### src/rtl/countdown_task_scheduler_unit_assert.svh
// Assertion macros for the countdown task scheduler RTL.
// Included by the modules that check their own logic; no dependencies.
`ifndef COUNTDOWN_TASK_SCHEDULER_UNIT_ASSERT_SVH
`define COUNTDOWN_TASK_SCHEDULER_UNIT_ASSERT_SVH
`ifndef SYNTHESIS
`define CTS_ASSERT_SAME(label, clk, rst_n, ante, cons) \
	label: assert property (@(posedge clk) disable iff (!rst_n) (ante) |-> (cons)) \
		else $error("cts assertion failed (same cycle)");
`define CTS_ASSERT_NEXT(label, clk, rst_n, ante, cons) \
	label: assert property (@(posedge clk) disable iff (!rst_n) (ante) |=> (cons)) \
		else $error("cts assertion failed (next cycle)");
`else
`define CTS_ASSERT_SAME(label, clk, rst_n, ante, cons)
`define CTS_ASSERT_NEXT(label, clk, rst_n, ante, cons)
`endif
`endif

### src/rtl/cts_pkg.sv
// Shared types and constants for the countdown task scheduler.
// No dependencies; used by the controller, datapath and top level.
package cts_pkg;

	localparam int SLOTS = 16;
	localparam int IDX_W = (SLOTS > 1) ? $clog2(SLOTS) : 1;
	localparam int LEN_W = IDX_W + 1;

	localparam logic [1:0] MODE_ADD  = 2'd0;
	localparam logic [1:0] MODE_TICK = 2'd1;
	localparam logic [1:0] MODE_RUN  = 2'd2;

	localparam logic signed [31:0] CD_FLOOR = 32'sh8000_0000;

	typedef struct packed {
		logic capture;
		logic add;
		logic tick;
		logic scan;
		logic fire;
		logic load_out;
	} ctl_cmd_t;

	typedef struct packed {
		logic list_empty;
		logic scan_last;
	} dp_status_t;

endpackage

### src/rtl/cts_req_if.sv
// Request channel of the countdown task scheduler: valid/ready plus payload.
// Depends on nothing but plain logic types.
interface cts_req_if;
	logic        valid;
	logic        ready;
	logic [1:0]  mode;
	logic [30:0] period;
	logic        repeat_req;

	modport source (output valid, output mode, output period, output repeat_req, input ready);
	modport sink (input valid, input mode, input period, input repeat_req, output ready);
endinterface

### src/rtl/cts_rsp_if.sv
// Response channel of the countdown task scheduler: valid/ready plus payload.
// Depends on nothing but plain logic types.
interface cts_rsp_if;
	logic        valid;
	logic        ready;
	logic        add_ok;
	logic [31:0] assigned_id;
	logic        fired;
	logic [31:0] fired_id;

	modport source (output valid, output add_ok, output assigned_id, output fired,
		output fired_id, input ready);
	modport sink (input valid, input add_ok, input assigned_id, input fired,
		input fired_id, output ready);
endinterface

### src/rtl/cts_ctrl.sv
// Controller state machine of the countdown task scheduler.
// Depends on cts_pkg and countdown_task_scheduler_unit_assert.svh.
`include "countdown_task_scheduler_unit_assert.svh"
module cts_ctrl (
	input  logic                clk,
	input  logic                arst_n,
	input  logic                req_valid,
	input  logic [1:0]          req_mode,
	output logic                req_ready,
	output logic                rsp_valid,
	input  logic                rsp_ready,
	input  cts_pkg::dp_status_t status,
	output cts_pkg::ctl_cmd_t   cmd
);

	localparam logic [2:0] ST_IDLE = 3'd0;
	localparam logic [2:0] ST_ADD  = 3'd1;
	localparam logic [2:0] ST_TICK = 3'd2;
	localparam logic [2:0] ST_SCAN = 3'd3;
	localparam logic [2:0] ST_FIRE = 3'd4;
	localparam logic [2:0] ST_DONE = 3'd5;

	logic [2:0] state_q;
	logic [2:0] state_d;
	logic       rsp_valid_q;
	logic       req_fire;
	logic       load;

	assign req_ready = (state_q == ST_IDLE);
	assign req_fire  = req_valid && req_ready;
	assign load      = (state_q == ST_DONE) && (!rsp_valid_q || rsp_ready);
	assign rsp_valid = rsp_valid_q;

	always_comb begin
		cmd          = '0;
		cmd.capture  = req_fire;
		cmd.add      = (state_q == ST_ADD);
		cmd.tick     = (state_q == ST_TICK);
		cmd.scan     = (state_q == ST_SCAN);
		cmd.fire     = (state_q == ST_FIRE);
		cmd.load_out = load;
	end

	always_comb begin
		state_d = state_q;
		case (state_q)
			ST_IDLE: begin
				if (req_fire) begin
					case (req_mode)
						cts_pkg::MODE_ADD:  state_d = ST_ADD;
						cts_pkg::MODE_TICK: state_d = ST_TICK;
						cts_pkg::MODE_RUN:  state_d = status.list_empty ? ST_DONE : ST_SCAN;
						default:            state_d = ST_DONE;
					endcase
				end
			end
			ST_ADD:  state_d = ST_DONE;
			ST_TICK: state_d = ST_DONE;
			ST_SCAN: begin
				if (status.scan_last) begin
					state_d = ST_FIRE;
				end
			end
			ST_FIRE: state_d = ST_DONE;
			ST_DONE: begin
				if (load) begin
					state_d = ST_IDLE;
				end
			end
			default: state_d = ST_IDLE;
		endcase
	end

	always_ff @(posedge clk or negedge arst_n) begin
		if (!arst_n) begin
			state_q     <= ST_IDLE;
			rsp_valid_q <= 1'b0;
		end else begin
			state_q <= state_d;
			if (load) begin
				rsp_valid_q <= 1'b1;
			end else if (rsp_ready) begin
				rsp_valid_q <= 1'b0;
			end
		end
	end

	`CTS_ASSERT_NEXT(a_busy_after_req, clk, arst_n, req_fire, state_q != ST_IDLE)
	`CTS_ASSERT_SAME(a_fire_after_scan, clk, arst_n, state_q == ST_FIRE, $past(state_q) == ST_SCAN)
	`CTS_ASSERT_NEXT(a_idle_after_load, clk, arst_n, load, rsp_valid_q && state_q == ST_IDLE)

endmodule

### src/rtl/cts_datapath.sv
// Datapath of the countdown task scheduler: slot table, list order, scan unit, results.
// Depends on cts_pkg and countdown_task_scheduler_unit_assert.svh.
`include "countdown_task_scheduler_unit_assert.svh"
module cts_datapath (
	input  logic                clk,
	input  logic                arst_n,
	input  cts_pkg::ctl_cmd_t   cmd,
	output cts_pkg::dp_status_t status,
	input  logic [30:0]         period,
	input  logic                repeat_req,
	output logic                add_ok,
	output logic [31:0]         assigned_id,
	output logic                fired,
	output logic [31:0]         fired_id
);

	logic [cts_pkg::SLOTS-1:0]    valid_q;
	logic signed [31:0]           cd_q       [cts_pkg::SLOTS];
	logic [30:0]                  per_q      [cts_pkg::SLOTS];
	logic                         rep_q      [cts_pkg::SLOTS];
	logic [31:0]                  id_q       [cts_pkg::SLOTS];
	logic [cts_pkg::IDX_W-1:0]    order_q    [cts_pkg::SLOTS];
	logic [cts_pkg::LEN_W-1:0]    len_q;
	logic [31:0]                  next_id_q;
	logic [30:0]                  req_period_q;
	logic                         req_rep_q;
	logic [cts_pkg::IDX_W-1:0]    p_q;
	logic [cts_pkg::IDX_W-1:0]    best_pos_q;
	logic signed [31:0]           best_cd_q;
	logic                         pend_ok_q;
	logic [31:0]                  pend_aid_q;
	logic                         pend_fired_q;
	logic [31:0]                  pend_fid_q;
	logic                         add_ok_q;
	logic [31:0]                  assigned_id_q;
	logic                         fired_q;
	logic [31:0]                  fired_id_q;

	logic [cts_pkg::IDX_W-1:0]    rd_pos;
	logic [cts_pkg::IDX_W-1:0]    rd_slot;
	logic signed [31:0]           rd_cd;
	logic [cts_pkg::LEN_W-1:0]    p_ext;
	logic                         take;
	logic                         due;
	logic                         drop;
	logic                         free_found;
	logic [cts_pkg::IDX_W-1:0]    free_slot;
	logic                         add_go;

	assign rd_pos  = cmd.fire ? best_pos_q : p_q;
	assign rd_slot = order_q[rd_pos];
	assign rd_cd   = cd_q[rd_slot];
	assign p_ext   = {1'b0, p_q};
	assign take    = (p_q == '0) || (rd_cd < best_cd_q);
	assign due     = (best_cd_q <= 32'sd0);
	assign drop    = cmd.fire && due && !rep_q[rd_slot];

	always_comb begin
		free_found = 1'b0;
		free_slot  = '0;
		for (int s = cts_pkg::SLOTS - 1; s >= 0; s--) begin
			if (!valid_q[s]) begin
				free_found = 1'b1;
				free_slot  = cts_pkg::IDX_W'(s);
			end
		end
	end

	assign add_go = cmd.add && (req_period_q != '0) && free_found
		&& (len_q < cts_pkg::LEN_W'(cts_pkg::SLOTS));

	assign status.list_empty = (len_q == '0);
	assign status.scan_last  = (p_ext == len_q - cts_pkg::LEN_W'(1));

	// slot table payload
	always_ff @(posedge clk) begin
		for (int s = 0; s < cts_pkg::SLOTS; s++) begin
			if (add_go && free_slot == cts_pkg::IDX_W'(s)) begin
				cd_q[s]  <= {1'b0, req_period_q};
				per_q[s] <= req_period_q;
				rep_q[s] <= req_rep_q;
				id_q[s]  <= next_id_q;
			end else if (cmd.tick && valid_q[s] && cd_q[s] != cts_pkg::CD_FLOOR) begin
				cd_q[s] <= cd_q[s] - 32'sd1;
			end else if (cmd.fire && due && rep_q[rd_slot]
				&& rd_slot == cts_pkg::IDX_W'(s)) begin
				cd_q[s] <= {1'b0, per_q[s]};
			end
		end
	end

	// list order: append, move to front, or delete at the chosen position
	always_ff @(posedge clk) begin
		for (int p = 0; p < cts_pkg::SLOTS; p++) begin
			if (add_go && len_q == cts_pkg::LEN_W'(p)) begin
				order_q[p] <= free_slot;
			end else if (drop) begin
				if (cts_pkg::IDX_W'(p) >= best_pos_q) begin
					order_q[p] <= order_q[(p + 1) % cts_pkg::SLOTS];
				end
			end else if (cmd.fire) begin
				if (p == 0) begin
					order_q[p] <= rd_slot;
				end else if (cts_pkg::IDX_W'(p) <= best_pos_q) begin
					order_q[p] <= order_q[(p + cts_pkg::SLOTS - 1) % cts_pkg::SLOTS];
				end
			end
		end
	end

	always_ff @(posedge clk or negedge arst_n) begin
		if (!arst_n) begin
			valid_q   <= '0;
			len_q     <= '0;
			next_id_q <= '0;
			p_q       <= '0;
		end else begin
			if (add_go) begin
				valid_q[free_slot] <= 1'b1;
				len_q              <= len_q + cts_pkg::LEN_W'(1);
				next_id_q          <= next_id_q + 32'd1;
			end else if (drop) begin
				valid_q[rd_slot] <= 1'b0;
				len_q            <= len_q - cts_pkg::LEN_W'(1);
			end
			if (cmd.capture) begin
				p_q <= '0;
			end else if (cmd.scan) begin
				p_q <= p_q + cts_pkg::IDX_W'(1);
			end
		end
	end

	always_ff @(posedge clk) begin
		if (cmd.capture) begin
			req_period_q <= period;
			req_rep_q    <= repeat_req;
			pend_ok_q    <= 1'b0;
			pend_aid_q   <= '0;
			pend_fired_q <= 1'b0;
			pend_fid_q   <= '0;
		end
		if (cmd.scan && take) begin
			best_pos_q <= p_q;
			best_cd_q  <= rd_cd;
		end
		if (add_go) begin
			pend_ok_q  <= 1'b1;
			pend_aid_q <= next_id_q;
		end
		if (cmd.fire && due) begin
			pend_fired_q <= 1'b1;
			pend_fid_q   <= id_q[rd_slot];
		end
		if (cmd.load_out) begin
			add_ok_q      <= pend_ok_q;
			assigned_id_q <= pend_aid_q;
			fired_q       <= pend_fired_q;
			fired_id_q    <= pend_fid_q;
		end
	end

	assign add_ok      = add_ok_q;
	assign assigned_id = assigned_id_q;
	assign fired       = fired_q;
	assign fired_id    = fired_id_q;

	`CTS_ASSERT_SAME(a_len_matches_valid, clk, arst_n, 1'b1, $countones(valid_q) == len_q)
	`CTS_ASSERT_SAME(a_scan_in_list, clk, arst_n, cmd.scan, p_ext < len_q)
	`CTS_ASSERT_SAME(a_fire_on_valid, clk, arst_n, cmd.fire && due, valid_q[rd_slot])

endmodule

### src/rtl/countdown_task_scheduler_unit.sv
// Top level of the countdown task scheduler: controller plus datapath.
// Depends on cts_pkg, cts_req_if, cts_rsp_if, cts_ctrl and cts_datapath.
//
//  channel | modport | carries
//  --------+---------+-----------------------------------------------
//  req     | sink    | request: mode, period, repeat_req
//  rsp     | source  | one response per request: add_ok, assigned_id,
//          |         | fired, fired_id
//
// Add and tick pass through their own state before the response; a run
// scans the list and then visits the chosen entry in the fire state, the
// scan reading one list entry per cycle through a single read port of the
// slot table. A run on an empty list and the unused mode go straight to the response.
// Reset clears the list length, slot valid bits, id counter and control.
// A stalled response is held in its register; the next request is taken
// meanwhile and waits for the register before its response is loaded.
module countdown_task_scheduler_unit (
	input logic     clk,
	input logic     arst_n,
	cts_req_if.sink   req,
	cts_rsp_if.source rsp
);

	cts_pkg::ctl_cmd_t   cmd;
	cts_pkg::dp_status_t status;

	cts_ctrl u_ctrl (
		.clk       (clk),
		.arst_n    (arst_n),
		.req_valid (req.valid),
		.req_mode  (req.mode),
		.req_ready (req.ready),
		.rsp_valid (rsp.valid),
		.rsp_ready (rsp.ready),
		.status    (status),
		.cmd       (cmd)
	);

	cts_datapath u_datapath (
		.clk         (clk),
		.arst_n      (arst_n),
		.cmd         (cmd),
		.status      (status),
		.period      (req.period),
		.repeat_req  (req.repeat_req),
		.add_ok      (rsp.add_ok),
		.assigned_id (rsp.assigned_id),
		.fired       (rsp.fired),
		.fired_id    (rsp.fired_id)
	);

endmodule
### src/flat_wrapper.sv
// flat-port wrapper written by rule: the top's interface ports become plain ports
module countdown_task_scheduler_unit_flat 
  (clk, arst_n, req_valid, req_mode, req_period, req_repeat_req, req_ready, rsp_valid, rsp_add_ok, rsp_assigned_id, rsp_fired, rsp_fired_id, rsp_ready);
  cts_req_if req_i ();
  cts_rsp_if rsp_i ();
  input logic clk;
  input logic arst_n;
  input wire logic [$bits(req_i.valid)-1:0] req_valid;
  input wire logic [$bits(req_i.mode)-1:0] req_mode;
  input wire logic [$bits(req_i.period)-1:0] req_period;
  input wire logic [$bits(req_i.repeat_req)-1:0] req_repeat_req;
  output wire logic [$bits(req_i.ready)-1:0] req_ready;
  output wire logic [$bits(rsp_i.valid)-1:0] rsp_valid;
  output wire logic [$bits(rsp_i.add_ok)-1:0] rsp_add_ok;
  output wire logic [$bits(rsp_i.assigned_id)-1:0] rsp_assigned_id;
  output wire logic [$bits(rsp_i.fired)-1:0] rsp_fired;
  output wire logic [$bits(rsp_i.fired_id)-1:0] rsp_fired_id;
  input wire logic [$bits(rsp_i.ready)-1:0] rsp_ready;
  assign req_i.valid = req_valid;
  assign req_i.mode = req_mode;
  assign req_i.period = req_period;
  assign req_i.repeat_req = req_repeat_req;
  assign req_ready = req_i.ready;
  assign rsp_valid = rsp_i.valid;
  assign rsp_add_ok = rsp_i.add_ok;
  assign rsp_assigned_id = rsp_i.assigned_id;
  assign rsp_fired = rsp_i.fired;
  assign rsp_fired_id = rsp_i.fired_id;
  assign rsp_i.ready = rsp_ready;
  countdown_task_scheduler_unit u_core (.clk(clk), .arst_n(arst_n), .req(req_i), .rsp(rsp_i));
endmodule
### config.mk
export PLATFORM = sky130hd
export DESIGN_NAME = countdown_task_scheduler_unit_flat
export DESIGN_NICKNAME = d
export VERILOG_FILES = /design/src/rtl/cts_pkg.sv /design/src/rtl/cts_req_if.sv /design/src/rtl/cts_rsp_if.sv /design/src/rtl/cts_ctrl.sv /design/src/rtl/cts_datapath.sv /design/src/rtl/countdown_task_scheduler_unit.sv /design/src/flat_wrapper.sv
export VERILOG_INCLUDE_DIRS = /design/src /design/src/rtl
export SDC_FILE = /design/constraint.sdc
export NUM_CORES = 2
export LEC_CHECK = 0
export BUFFER_PORTS_ARGS = -buffer_cell sky130_fd_sc_hd__buf_2
export CORE_MARGIN = 5
export CORE_UTILIZATION = 55
export DETAILED_ROUTE_END_ITERATION = 6
export PLACE_DENSITY = 0.71
export SLEW_MARGIN = 15
export SYNTH_ARGS = -nofsm -noshare
export SYNTH_HDL_FRONTEND = slang
export SYNTH_SLANG_ARGS = --single-unit
### constraint.sdc
create_clock -name clk -period 19.4 [get_ports clk]
set_clock_uncertainty 0.15 [all_clocks]
set_input_delay 5.82 -clock clk [delete_from_list [all_inputs] [get_ports clk]]
set_output_delay 5.82 -clock clk [all_outputs]
set_load 0.01 [all_outputs]
==> report_table.html <==
<table>
<tr><th>Metric</th><th>Value</th></tr>
<tr><th colspan="2">Synthesis</th></tr>
<tr><td>Mapped Cells</td><td>7,749</td></tr>
<tr><td>Cell with the most instances after synthesis</td><td>sky130_fd_sc_hd__edfxtp_1</td></tr>
<tr><td>Post-Synthesis Mean Instance Area</td><td>11.7 sq um</td></tr>
<tr><td>Top cells by instance count after synthesis</td><td>sky130_fd_sc_hd__edfxtp_1 (1,798), sky130_fd_sc_hd__nand2_1 (1,471), sky130_fd_sc_hd__mux2_2 (480)</td></tr>
<tr><td>Cell area after synthesis</td><td>90,900 sq um</td></tr>
<tr><td>Most instantiated flip-flop cell in the synthesis netlist</td><td>sky130_fd_sc_hd__edfxtp_1</td></tr>
<tr><td>Async set-reset flop share out of synthesis</td><td>3.28%</td></tr>
<tr><td>Yosys reg bits</td><td>1,861</td></tr>
<tr><td>Mapped Nets</td><td>7,859</td></tr>
<tr><td>Distinct cell type count after synthesis</td><td>86</td></tr>
<tr><td>Area share of the largest cell type after synthesis</td><td>59.4%</td></tr>
<tr><td>Number of synthesized flops with an enable pin</td><td>1,798</td></tr>
<tr><td>Sequential cell area fraction in the yosys report</td><td>61.1%</td></tr>
<tr><td>Dominant cells by area after synthesis</td><td>sky130_fd_sc_hd__edfxtp_1 (59%), sky130_fd_sc_hd__nand2_1 (6.1%), sky130_fd_sc_hd__mux2_2 (5.9%)</td></tr>
<tr><td>Synthesis warning total</td><td>0</td></tr>
<tr><td>Library cell occupying the most area in the post-synthesis netlist</td><td>sky130_fd_sc_hd__edfxtp_1</td></tr>
<tr><th colspan="2">STA</th></tr>
<tr><td>Setup TNS after final layout</td><td>0 ns</td></tr>
<tr><td>Ratio of final minimum period to clock period</td><td>49.7%</td></tr>
<tr><td>Crit path time final</td><td>9.64 ns</td></tr>
<tr><td>Setup repair after global routing missed its margin</td><td>no</td></tr>
<tr><td>Final setup violation count</td><td>0</td></tr>
<tr><td>Max-slew violations</td><td>0</td></tr>
<tr><td>Peak Freq</td><td>0.104 GHz</td></tr>
<tr><td>Worst slew pin tran</td><td>1.17 ns</td></tr>
<tr><td>Hold violation total from the final report</td><td>0</td></tr>
<tr><td>Max-slew headroom at the worst pin</td><td>22.3%</td></tr>
<tr><th colspan="2">Global route</th></tr>
<tr><td>Maximum number of pins on one net before global-route repair</td><td>182</td></tr>
<tr><td>Total overflow reported by the global router</td><td>0</td></tr>
<tr><td>Initial antenna violation count</td><td>5</td></tr>
<tr><td>Tot GR Track Use</td><td>32.1%</td></tr>
<tr><td>Vias in the first global route</td><td>62,200</td></tr>
<tr><td>Wire length of the first global-routing pass</td><td>418,000 um</td></tr>
<tr><th colspan="2">Die</th></tr>
<tr><td>Core Box Area</td><td>165,000 sq um</td></tr>
<tr><td>Horizontal extent of the die</td><td>416 um</td></tr>
<tr><td>Die Y-Extent</td><td>416 um</td></tr>
<tr><td>Starting density of the core</td><td>55.2%</td></tr>
<tr><td>Top-Level Pins</td><td>106</td></tr>
<tr><td>Total number of placement rows</td><td>149</td></tr>
<tr><td>Area enclosed by the die boundary</td><td>173,000 sq um</td></tr>
<tr><th colspan="2">Placed design</th></tr>
<tr><td>Total of buffers placed on input and output ports</td><td>105</td></tr>
<tr><td>Estimated wirelength of the detail-placed design</td><td>177,000 um</td></tr>
<tr><td>Post-placement cell area</td><td>93,800 sq um</td></tr>
<tr><td>Final Wtd Congestion</td><td>0.993</td></tr>
<tr><th colspan="2">Worst setup path</th></tr>
<tr><td>Worst reg2reg path endpoint</td><td>u_core.u_datapath.best_pos_q[0]</td></tr>
<tr><td>Crit-path max FO</td><td>57</td></tr>
<tr><td>Critical Path Sink Type</td><td>flip-flop</td></tr>
<tr><td>Worst EP arrival</td><td>9.97 ns</td></tr>
<tr><td>Startpoint kind of the worst setup timing path</td><td>flip-flop</td></tr>
<tr><td>Setup slack on the worst flop-to-flop path</td><td>9.76 ns</td></tr>
<tr><td>Crit path kind</td><td>reg2reg</td></tr>
<tr><td>Reg2reg start</td><td>u_core.u_ctrl.state_q[0]</td></tr>
<tr><td>Worst Path Required</td><td>19.73 ns</td></tr>
<tr><td>Depth of the worst register-to-register path</td><td>26</td></tr>
<tr><th colspan="2">Power and ir drop</th></tr>
<tr><td>Maximum ir drop on the vdd rail</td><td>0.285 mV</td></tr>
<tr><td>Clock share of power</td><td>22.8%</td></tr>
<tr><td>Switch share</td><td>43.4%</td></tr>
<tr><td>Standby leakage power</td><td>34.1 nW</td></tr>
<tr><td>Switching power total</td><td>0.00699 W</td></tr>
<tr><td>Cell Pwr Density</td><td>161 nW/um^2</td></tr>
<tr><td>Fraction of power consumed by combinational cells</td><td>44.8%</td></tr>
<tr><td>Part of the total power dissipated in sequential elements</td><td>32.4%</td></tr>
<tr><td>Cell internal power dissipation</td><td>0.00913 W</td></tr>
<tr><th colspan="2">CTS</th></tr>
<tr><td>Setup repair bufs after CTS</td><td>0</td></tr>
<tr><td>Post-CTS sizing</td><td>0</td></tr>
<tr><td>Clock Sinks</td><td>1,861</td></tr>
<tr><td>Maximum buffer depth of the clock tree</td><td>3</td></tr>
<tr><td>Post-CTS Hold Buffers</td><td>0</td></tr>
<tr><td>Clock slew at reported path FFs</td><td>0.06 ns</td></tr>
<tr><td>Depth of the CTS H-tree</td><td>4</td></tr>
<tr><td>Clock insertion delay at the later pin of the skew report</td><td>0.88 ns</td></tr>
<tr><td>CTS tree</td><td>built</td></tr>
<tr><td>Root buffer cell</td><td>sky130_fd_sc_hd__clkbuf_16</td></tr>
<tr><td>TritonCTS buffer count</td><td>192</td></tr>
<tr><th colspan="2">Routing</th></tr>
<tr><td>Avg WL per Cell</td><td>28.4 um</td></tr>
<tr><td>Final routed DRC violation total</td><td>0</td></tr>
<tr><td>First-pass detailed-route iteration total</td><td>7</td></tr>
<tr><td>Total length of routed wires</td><td>286,000 um</td></tr>
<tr><td>DRT antenna net count</td><td>0</td></tr>
<tr><td>Via density per instance</td><td>6.54</td></tr>
<tr><td>Drt first-iter violations</td><td>9,871</td></tr>
<tr><td>Via count</td><td>65,900</td></tr>
<tr><th colspan="2">Final layout</th></tr>
<tr><td>Net count of the finished layout</td><td>7,816</td></tr>
<tr><td>Fillers</td><td>12,800</td></tr>
<tr><td>Core Util, Final</td><td>60.8%</td></tr>
<tr><td>Area delta synth-&gt;final</td><td>10.1%</td></tr>
<tr><td>Fraction of final layout cells with drive strength greater than 1</td><td>14.1%</td></tr>
<tr><td>Final cell area excluding filler cells</td><td>100,000 sq um</td></tr>
<tr><th colspan="2">Hold path</th></tr>
<tr><td>Worst hold start</td><td>u_core.u_datapath.pend_aid_q[11]</td></tr>
<tr><td>Hold Crit Depth</td><td>0</td></tr>
<tr><td>HP Class</td><td>reg2reg</td></tr>
<tr><td>End point of the most critical hold path</td><td>u_core.u_datapath.assigned_id[11]</td></tr>
<tr><th colspan="2">Job</th></tr>
<tr><td>Max-cap check violation count</td><td>0</td></tr>
<tr><th colspan="2">Run status</th></tr>
<tr><td>Result of the run</td><td>finished clean</td></tr>
</table>
routing by layer:
| metal | routed length [um] | vias to the layer above | global-route usage [%] | share of wire (%) |
|---|---|---|---|---|
| met3 | 33700 | 700 | 6.79 | 12 |
| met1 | 111000 | 32500 | 45.4 | 39 |
| li1 | - | 28600 | - | - |
| met2 | 127000 | 4068 | 48.7 | 44 |
| met5 | 11 | - | 0 | 0.0038 |
| met4 | 13800 | 2 | 13.5 | 4.8 |
cell usage in the layout (no fill, tap or decap), types with 104 or more instances in the layout:
cell type and instances:
sky130_fd_sc_hd__nor4_1 107, sky130_fd_sc_hd__clkbuf_16 193, sky130_fd_sc_hd__a21oi_1 279, sky130_fd_sc_hd__o21ai_0 305, sky130_fd_sc_hd__and3_1 166, sky130_fd_sc_hd__mux2_2 480
sky130_fd_sc_hd__a311oi_1 221, sky130_fd_sc_hd__buf_4 144, sky130_fd_sc_hd__nand2_1 1469, sky130_fd_sc_hd__edfxtp_1 1798, sky130_fd_sc_hd__xnor2_1 319, sky130_fd_sc_hd__nor3_1 200
sky130_fd_sc_hd__inv_1 118, sky130_fd_sc_hd__nand3_1 267, sky130_fd_sc_hd__buf_2 104, sky130_fd_sc_hd__xor2_1 136, sky130_fd_sc_hd__nor2_1 440
critical path: stages (launching register included):
cell                       delay (ns)
sky130_fd_sc_hd__dfrtp_1         0.62
sky130_fd_sc_hd__or3b_1          0.97
sky130_fd_sc_hd__mux2i_2         0.77
sky130_fd_sc_hd__nand2b_1        0.23
sky130_fd_sc_hd__nor3_1          0.10
sky130_fd_sc_hd__nor4_2          0.41
sky130_fd_sc_hd__buf_4           0.58
sky130_fd_sc_hd__buf_4           0.68
sky130_fd_sc_hd__buf_4           0.67
sky130_fd_sc_hd__nand2_1         0.10
sky130_fd_sc_hd__and3_1          0.19
sky130_fd_sc_hd__a311oi_1        0.27
sky130_fd_sc_hd__a311oi_1        0.15
sky130_fd_sc_hd__a21oi_1         0.25
sky130_fd_sc_hd__ha_1            0.27
sky130_fd_sc_hd__a21o_1          0.19
sky130_fd_sc_hd__a21o_1          0.18
sky130_fd_sc_hd__a21o_1          0.17
sky130_fd_sc_hd__a21o_1          0.17
sky130_fd_sc_hd__a21o_1          0.18
sky130_fd_sc_hd__a21o_1          0.17
sky130_fd_sc_hd__a21oi_1         0.22
sky130_fd_sc_hd__nor2_1          0.08
sky130_fd_sc_hd__a211oi_1        0.24
sky130_fd_sc_hd__mux2_2          0.39
sky130_fd_sc_hd__a211oi_4        0.20
sky130_fd_sc_hd__buf_4           0.51
cell type report:
type | count | area, sq um | area share, %
tap | 2189 | 2740 | 2.74
clock inverter | 105 | 1060 | 1.06
timing repair buffer | 253 | 1710 | 1.71
sequential | 1861 | 55600 | 55.5
clock buffer | 255 | 5160 | 5.16
multi-input combinational | 5276 | 33400 | 33.3
antenna | 2 | 5.00 | 0.00500
inverter | 122 | 459 | 0.459
logic make-up after synthesis:
group / count (synthesis) / share of synthesized area (%)
AOI/OAI and AO/OA: 1090 / 7.84
xor gates and xnor gates: 455 / 4.39
adders and majority gates: 73 / 1.00
buffers and inverters: 612 / 2.66
DFF: 1861 / 61.1
muxes: 627 / 7.71
and+or+nand+nor: 3031 / 15.3
power by group through the flow:
stage | Combinational [W] | Clock (W) | Sequential [W]
after global routing | 0.00769 | 0.00387 | 0.00524
after floorplan | 0.00465 | 0 | 0.00518
after CTS | 0.00706 | 0.00370 | 0.00521
after global placement | 0.00691 | 0 | 0.00528
final | 0.00723 | 0.00367 | 0.00522
after detailed placement | 0.00704 | 0 | 0.00529
flip-flops by register name (all words and copies together) (netlist names), 31 cells and up:
register	cells
u_core.u_datapath.cd_q	512
u_core.u_datapath.pend_fid_q	32
u_core.u_datapath.per_q	496
u_core.u_datapath.assigned_id	32
u_core.u_datapath.best_cd_q	32
u_core.u_datapath.order_q	64
u_core.u_datapath.id_q	512
u_core.u_datapath.fired_id	32
u_core.u_datapath.next_id_q	32
u_core.u_datapath.pend_aid_q	32
u_core.u_datapath.req_period_q	31
per-stage QoR:
step           worst slack (ns)  hold slack, ns  instances  total power (W)
6_report                   9.76           0.268      10100           0.0161
5_1_grt                    9.41           0.269      10100           0.0168
4_1_cts                    9.62           0.269      10100           0.0160
3_5_place_dp               9.63           0.255       9701           0.0123
3_3_place_gp               9.72           0.253       9700           0.0122
2_1_floorplan              4.88           0.250       7749          0.00983
how the worst max path moves through the flow:
stage | startpoint | endpoint | slack, ns | cells after the start
after floorplan | u_core.u_datapath.req_period_q[11] | u_core.u_datapath.cd_q[15][0] | 4.88 | 12
after global placement | u_core.u_ctrl.state_q[0] | u_core.u_datapath.best_pos_q[3] | 9.72 | 26
after detailed placement | u_core.u_ctrl.state_q[0] | u_core.u_datapath.best_pos_q[0] | 9.63 | 26
after CTS | u_core.u_ctrl.state_q[0] | u_core.u_datapath.best_cd_q[2] | 9.62 | 26
after global routing | u_core.u_ctrl.state_q[0] | u_core.u_datapath.best_cd_q[5] | 9.41 | 26
final | u_core.u_ctrl.state_q[0] | u_core.u_datapath.best_pos_q[0] | 9.76 | 26
Note: power is estimated with default switching activity, not from simulation.
